===== config.mk =====
export PLATFORM = sky130hd
export DESIGN_NAME = lwbc_front
export DESIGN_NICKNAME = d
export VERILOG_FILES = /design/src/rtl/core/lwbc_front.sv
export SDC_FILE = /design/constraint.sdc
export NUM_CORES = 1
export LEC_CHECK = 0
export ABC_AREA = 1
export BUFFER_PORTS_ARGS = -buffer_cell sky130_fd_sc_hd__buf_4
export CORE_ASPECT_RATIO = 1.5
export CORE_MARGIN = 2
export CORE_UTILIZATION = 35
export CTS_CLUSTER_DIAMETER = 60
export CTS_CLUSTER_SIZE = 10
export DETAILED_ROUTE_END_ITERATION = 7
export PLACE_DENSITY_LB_ADDON = 0.1
export SETUP_SLACK_MARGIN = 0.4
export SYNTH_ARGS = -nofsm -noshare
export SYNTH_HDL_FRONTEND = slang
export SYNTH_SLANG_ARGS = --single-unit
export TNS_END_PERCENT = 100

===== constraint.sdc =====
create_clock -name i_clk -period 7.6 [get_ports i_clk]
set_clock_uncertainty 0.2 [all_clocks]
set_input_delay 0.38 -clock i_clk [delete_from_list [all_inputs] [get_ports i_clk]]
set_output_delay 0.38 -clock i_clk [all_outputs]
set_load 0.1 [all_outputs]

===== src/rtl/core/lwbc_front.sv =====
// Front end: two-entry request queue that decouples accepted words from the cache engine.
module lwbc_front #(
    parameter int ADDR_WIDTH = 32
) (
    input  logic                  i_clk,
    input  logic                  i_rst_n,
    input  logic                  i_push,
    input  logic                  i_cmd,
    input  logic [31:0]           i_block_addr,
    output logic                  o_full,
    output logic                  o_req_valid,
    output logic                  o_req_cmd,
    output logic [ADDR_WIDTH-1:0] o_req_addr,
    input  logic                  i_req_take
);
    logic [ADDR_WIDTH:0] r_q [2];
    logic                r_wp, r_rp;
    logic [1:0]          r_cnt;
    logic                w_push, w_pop;

    assign o_full      = (r_cnt == 2'd2);
    assign w_push      = i_push && !o_full;
    assign o_req_valid = (r_cnt != 2'd0);
    assign w_pop       = i_req_take && o_req_valid;
    assign o_req_cmd   = r_q[r_rp][ADDR_WIDTH];
    assign o_req_addr  = r_q[r_rp][ADDR_WIDTH-1:0];

    always_ff @(posedge i_clk) begin
        if (w_push) begin
            // Address bits above ADDR_WIDTH are dropped here.
            r_q[r_wp] <= {i_cmd, i_block_addr[ADDR_WIDTH-1:0]};
        end
        if (!i_rst_n) begin
            r_wp  <= 1'b0;
            r_rp  <= 1'b0;
            r_cnt <= 2'd0;
        end else begin
            if (w_push) r_wp <= ~r_wp;
            if (w_pop)  r_rp <= ~r_rp;
            r_cnt <= r_cnt + {1'b0, w_push} - {1'b0, w_pop};
        end
    end
endmodule


* After elaboration in Yosys (flattened, before gate mapping)
Memories as Yosys holds them, arrays and structs flattened. A register that Yosys moved wholly into a read port is not among the register bits.
Index checks and enable logic that the tools add are counted.
** Storage, ports and cells
- Memories :: 1
- Logic and storage cells :: 17
- Output and inout port bits :: 35
- Bits in registers :: 4
- Bits in writable memories :: 66
- Input bits :: 37
** Memories
- r_q :: depth 2, bits a word 33, rd ports 1, clocked after Yosys merged registers in 1, write ports 1, line 16 : logic [ADDR_WIDTH:0] r_q [2];
** Operators by class
- Eq/ne operators :: 1
- Bitwise gates (word level) :: 2
- Muxes and demuxes :: 4
- $add $sub $neg :: 2
- Reductions and logical operators :: 4
** Operators by type and width (count)
- $mux 1 :: 4
- $add 2x1->2 :: 1
- $eq 2x2->1 const B :: 1
- $logic_and 1x1->1 :: 2
- $not 1->1 :: 2
- $reduce_bool 2->1 :: 1
- $sub 2x1->2 :: 1
- $logic_not 1->1 :: 1

* Depth between registers and ports, before layout
Gate-level depths: netlist (run 1).
- Word-level depth :: 5
- Gate-level depth with buffers :: 11
- Gate-level depth less buffers :: 11

* Worst setup path after synthesis (run 1)
OpenSTA, ideal clock, no wires.
- Path kind :: register to register
- From :: register r_cnt[0]
- To :: memory r_q[0][0] in the netlist's numbering (enable)
- Data arrival time :: 1.955 ns
- Path buffers :: 0
- Period minus slack after synthesis :: 2.578 ns
- Cell stages (with the launch flop) :: 5
- Setup time :: 0.423 ns
- Slack :: 5.022 ns
- Data required time :: 6.977 ns
- Path through :: dfxtp_1 > inv_1 > nand2_1 > nand2_1 > nor2_1
** Between the ends
- Word-level cells in the longest chain between the ends :: 5
** RTL lines
- from (decl) :: line 18 : logic [1:0] r_cnt;
- from (signal assigned) :: line 40 : r_cnt <= r_cnt + {1'b0, w_push} - {1'b0, w_pop};
- $eq 2x2->1 :: line 21 : assign o_full = (r_cnt == 2'd2);
- $logic_not 1->1 :: line 22 : assign w_push = i_push && !o_full;
- $logic_and 1x1->1 :: line 22
- $mux 1 :: line 29 : if (w_push) begin
- $mux 1 (not written as such) :: line 31 : r_q[r_wp] <= {i_cmd, i_block_addr[ADDR_WIDTH-1:0]};
- to (decl) :: line 16
Every way passes these cells.

==> results_dict.tcl, run 1 <==
set metrics [dict create \
    tns_ns 0 \
    hold_viol 0 \
    tightest_slew_ns 1.084 \
    synth_top_area_share 0.7126 \
    cp-start-kind "register" \
    cts_buffer_depth 2 \
    end_kind "output port" \
    grt_pass1_wl_mm 7.810 \
    period_minus_slack_ns 2.613 \
    dieArea_mm2 0.008691 \
    holdPathEnd "r_q[1][27]" \
    worstSkewPairLatency_ns 0.32 \
    hpwl_mm 3.312 \
    ff2ff_path_depth 4 \
    synth.cell_area_mm2 0.002781 \
    clock-sinks 71 \
    reg2reg_slack_ns 5.52 \
    synthesis.nets 179 \
    r2r-end "r_q[0][29]" \
    drive_gt1_frac 0.5179 \
    path_class "reg2out" \
    via_per_inst 4.485 \
    dp.cells 310 \
    ys_types 12 \
    wirelength_mm 4.942 \
    cp_max_fo 33 \
    cellPowerDensity_mw_per_mm2 440.3 \
    p_leak_nw 1.462 \
    die_y_um 113.2 \
    yosys_warnings 0 \
    crit_path_top_delay_cell "dfxtp_2" \
    vdd_drop_max_mv 0.2465 \
    hold_start "i_block_addr[27]" \
    clk_pin_slew_ns 0.05 \
    relSlewSlack 0.2775 \
    synth_area_leader_cell "edfxtp_1" \
    tritoncts "built" \
    io_buffers 71 \
    rr_startpoint "r_cnt[0]" \
    drt-pass1-iter-count 4 \
    drt_iter0_drc 52 \
    vias 1462 \
    whs_path_depth 1 \
    yosysSeqAreaShare 0.7485 \
    fp.dieW_um 76.79 \
    ant_nets 0 \
    cts_resized 0 \
    rsz0062_at_grt "false" \
    place.gp.congestion 0.6229 \
    root_buffer "clkbuf_16" \
    setup_violations 0 \
    num_rows 39 \
    track_usage 0.1212 \
    wire_per_inst_um 15.16 \
    holdCritPathClass "in2reg" \
    num_antenna_cells 0 \
    drc 0 \
    slowest_delay_ns 1.04 \
    numCtsBuffers 9 \
    ys_top_cells_by_area "edfxtp_1, mux2_4, dfxtp_1" \
    max_freq_ghz 0.3827 \
    coreArea_mm2 0.007661 \
    antenna_found_initial 0 \
    post-cts-setup-buffers 0 \
    fin_nets 258 \
    arrival_ns 2.03 \
    cp_data_required_time_ns 7.02 \
    stdcell_area_mm2 0.003638 \
    htree_levels 3 \
    status "finished clean" \
    final_max_slew_viol_count 0 \
    syn_to_final_growth_pct 30.81 \
    num_io_pins 72 \
    overflow 0 \
    placed_area_mm2 0.003387 \
    synthCells 140 \
    finalNonFillerCells 326 \
    nFillCells 686 \
    grt_pass1_vias 1638 \
    period_share 0.3438 \
    maxCapViolations 0 \
    initial_core_util 0.3631 \
    ys_seq_elements 71 \
    cp_cell_sequence "mux2_2, buf_4" \
    grt_max_degree 34 \
    ctsHoldBuffers 0 \
    avgSynthCellArea_um2 19.87 \
    final_util 0.4749 \
]
## logic make-up after synthesis
group                      after synthesis  synth area share
adders and majority gates                2          0.008995
AOI/OAI and AO/OA                        2          0.003599
muxes                                   33            0.1741
buffers and inverters                   12           0.03644
DFF                                     71            0.7485
and+or+nand+nor                         20           0.02834
## worst max-delay path, delay by kind of cell (launching register included)
| kind | cells | cell delay, ns |
|---|---|---|
| DFF | 1 | 1.04 |
| muxes | 1 | 0.43 |
| buffers and inverters | 1 | 0.23 |
## worst max path at each step
stage	to	cells past startpoint	startpoint	slack, ns
after floorplan	r_q[0][0]	4	r_cnt[0]	5.02
after global placement	o_req_addr[0]	2	register	5.33
after detailed placement	o_req_addr[1]	2	register	5.27
after CTS	o_req_addr[1]	2	register	4.92
after global routing	o_req_addr[1]	2	register	4.85
final	o_req_addr[1]	2	register	4.99
## flip-flops by register name, indices dropped and copies added, names as in the netlist, named ones only
register,count
r_rp,1
r_q,66
r_wp,1
r_cnt,2
## where the power goes
| group | total, mW | internal, mW | switching, mW |
|---|---|---|---|
| sequential | 0.544 | 0.498 | 0.0461 |
| combinational | 0.706 | 0.184 | 0.523 |
| clock | 0.352 | 0.219 | 0.133 |
## cell usage after synthesis
cell type / count
edfxtp_1: 66
mux2_2: 3
buf_6: 1
dfxtp_1: 5
buf_12: 3
a21oi_1: 2
nand2_1: 9
mux2_4: 30
nand3_1: 3
inv_1: 8
nor2_1: 8
ha_1: 2
## metal layers
metal / global-route usage / up-vias / wire [um] / part of all wire
met2: 0.2298 / 52 / 2891 / 0.58
li1: - / 680 / - / -
met1: 0.1159 / 718 / 1698 / 0.34
met3: 0.02711 / 12 / 222 / 0.045
met4: 0.07636 / 0 / 130 / 0.026
met5: 0 / - / 0 / 0
## stage by stage
stage	setup WS [ns]	hold slack, ns	power [mW]
CTS	4.919	0.03468	1.622
detailed placement	5.271	0.3046	1.266
finish	4.987	0.04426	1.602
global route	4.850	0.03615	1.662
floorplan	5.022	0.2675	1.145
global placement	5.326	0.2897	1.249
## cell type report
cell class,instances,area (um^2),area share
multi-input combinational,57,605.6,0.1664
tap,102,127.6,0.03508
clock buffer,14,244.0,0.06706
clock inverter,2,7.507,0.002063
inverter,8,30.03,0.008253
sequential,71,2083,0.5726
timing repair buffer,72,540.5,0.1486
## cells in the final DEF, fill, tap and decap left out, types with 2 or more instances in the layout
master / Yosys / layout
mux2_2: 3 / 3
nand2_1: 9 / 9
mux2_4: 30 / 30
dfxtp_1: 5 / 4
nand3_1: 3 / 3
nor2_1: 8 / 7
clkbuf_16: 0 / 9
a21oi_1: 2 / 2
inv_1: 8 / 8
edfxtp_1: 66 / 66
ha_1: 2 / 2
buf_4: 0 / 72
clkbuf_1: 0 / 5
clkinv_1: 0 / 2
(Power assumes the default switching activity.)
==> run 2: changes to the inputs <==
- ABC_AREA: 1 -> 0
- clock period: 7.6 -> 2.5 ns (I/O delays scaled with it)
==> results_dict.tcl, run 2 <==
set metrics [dict create \
    status "finished clean" \
    avgSynthCellArea_um2 21.48 \
    cp_data_required_time_ns 2.17 \
    top_regs "r_q (66), r_cnt (2)" \
    post-cts-setup-buffers 0 \
    fp.dieW_um 76.66 \
    synth_top_area_share 0.7151 \
    relSlewSlack 0.7107 \
    num_io_pins 72 \
    met3_usage 0.03907 \
    yosys_warnings 0 \
    placed_area_mm2 0.003426 \
    syn_to_final_growth_pct 45.51 \
    synthesis.nets 168 \
    ctsHoldBuffers 35 \
    yosysSeqAreaShare 0.7512 \
    vias 1515 \
    cp-start-kind "register" \
    htree_levels 3 \
    mostFrequentLayoutCell "buf_4" \
    regMostFlops "r_q" \
    antenna_found_initial 0 \
    worstSkewPairLatency_ns 0.32 \
    wire_per_inst_um 14.03 \
    drive_gt1_frac 0.4980 \
    setup_violations 0 \
    synthTopCellsByCount "edfxtp_1, mux2_4, dfxtp_1" \
    busiest_layer "met2" \
    ys_types 18 \
    cts_buffer_depth 2 \
    initial_core_util 0.3618 \
    vdd_drop_max_mv 0.7273 \
    synthArstFlopShare 0 \
    ant_nets 0 \
    io_buffers 71 \
    fin_nets 285 \
    tritoncts "built" \
    wirelength_mm 4.952 \
    num_antenna_cells 0 \
    cts_resized 0 \
    final_cell_mix "buf_4, edfxtp_1, dlygate4sd3_1, mux2_4, clkbuf_16" \
    coreArea_mm2 0.007661 \
    clock-sinks 71 \
    synthCells 129 \
    total_power_mw 4.953 \
    max_freq_ghz 0.5110 \
    synth_most_common_cell "edfxtp_1" \
    arrival_ns 1.63 \
    final_max_slew_viol_count 0 \
    clk_pin_slew_ns 0.05 \
    stdcell_area_mm2 0.004033 \
    synth_edf_count 66 \
    maxCapViolations 0 \
    period_minus_slack_ns 1.957 \
    p_leak_nw 1.617 \
    grt_pass1_wl_mm 7.900 \
    period_share 0.7827 \
    overflow 0 \
    largest_reg_flops 66 \
    die_y_um 113.0 \
    synth_area_leader_cell "edfxtp_1" \
    path_class "reg2out" \
    numCtsBuffers 9 \
    use_met2 0.2112 \
    rsz0062_at_grt "false" \
    hold_viol 0 \
    tightest_slew_ns 0.4340 \
    synth.cell_area_mm2 0.002771 \
    tns_ns 0 \
    via_per_inst 4.292 \
    final_util 0.5264 \
    drt_iter0_drc 75 \
    drc 0 \
    track_usage 0.1221 \
    num_rows 39 \
    cp_max_fo 27 \
    ys_seq_elements 71 \
    grt_max_degree 28 \
    place.gp.congestion 0.7517 \
    root_buffer "clkbuf_16" \
    ys_top_cells_by_area "edfxtp_1, mux2_4, dfxtp_1" \
    met1_usage 0.1314 \
    grt_pass1_vias 1639 \
    holdCritPathClass "in2reg" \
    dieArea_mm2 0.008661 \
    synthFlopType "edfxtp_1" \
    drt-pass1-iter-count 4 \
    end_kind "output port" \
    cellPowerDensity_mw_per_mm2 1228 \
]
run 2: cell count changes in the layout (fill, tap and decap cells not counted), moves of 3 or more:
cell	before	now
dlygate4sd3_1	0	35
nand2_1	9	2
nor2_1	7	3
clkinv_2	0	4
clkbuf_1	5	1
nand3_1	3	0
inv_1	8	3
run 2: stage by stage:
stage	cells	hold slack [ns]	worst slack, ns
floorplan	129	0.02387	0.4432
global placement	302	0.1104	0.7475
detailed placement	302	0.1134	0.5732
CTS	353	0.01541	0.5206
global route	353	0.06766	0.4684
finish	353	0.02633	0.5432
run 2: final cells by class:
cell class | instances | area [um^2]
Timing Repair Buffer | 110 | 938.4
Tap cell | 102 | 127.6
Fill cell | 646 | 3628
Clock buffer | 10 | 229.0
Inverter | 3 | 11.26
Clock inverter | 6 | 27.53
Multi-Input combinational cell | 51 | 615.6
Sequential cell | 71 | 2083
run 2: worst paths after layout:
kind	from	end	slack, ns	cells after the start
hold / removal	i_req_take	register	0.03	4
hold reg to reg	r_rp	register	0.32	2
setup / recovery	register	o_req_addr[12]	0.54	3
setup reg to reg	r_cnt[0]	r_cnt[1]	0.59	8
run 2: critical path: stages (launching register included):
cell and delay [ns]:
dfxtp_2 0.45, buf_12 0.27, mux2_4 0.33, buf_4 0.23
run 2: logic make-up after synthesis:
family                   Yosys count  synth area share
buffers and inverters              7           0.02980
flip-flops                        71            0.7512
multiplexers                      34            0.1783
XOR/XNOR                           3          0.009483
AO/OA/AOI/OAI                      1          0.002710
AND/OR/NAND/NOR                   11           0.01942
adder cells (fa/ha/maj)            2          0.009028
run 2: power by group:
| part | internal (mW) | total [mW] | switching [mW] |
|---|---|---|---|
| Sequential | 1.50 | 1.57 | 0.0707 |
| Combinational | 0.641 | 2.30 | 1.66 |
| Clock | 0.655 | 1.08 | 0.427 |
| Total | 2.80 | 4.95 | 2.16 |
run 2: layer usage:
layer | share of wire | vias up
met3 | 0.053 | 10
li1 | - | 726
met4 | 0.024 | 0
met1 | 0.40 | 728
met2 | 0.53 | 51
met5 | 0 | -
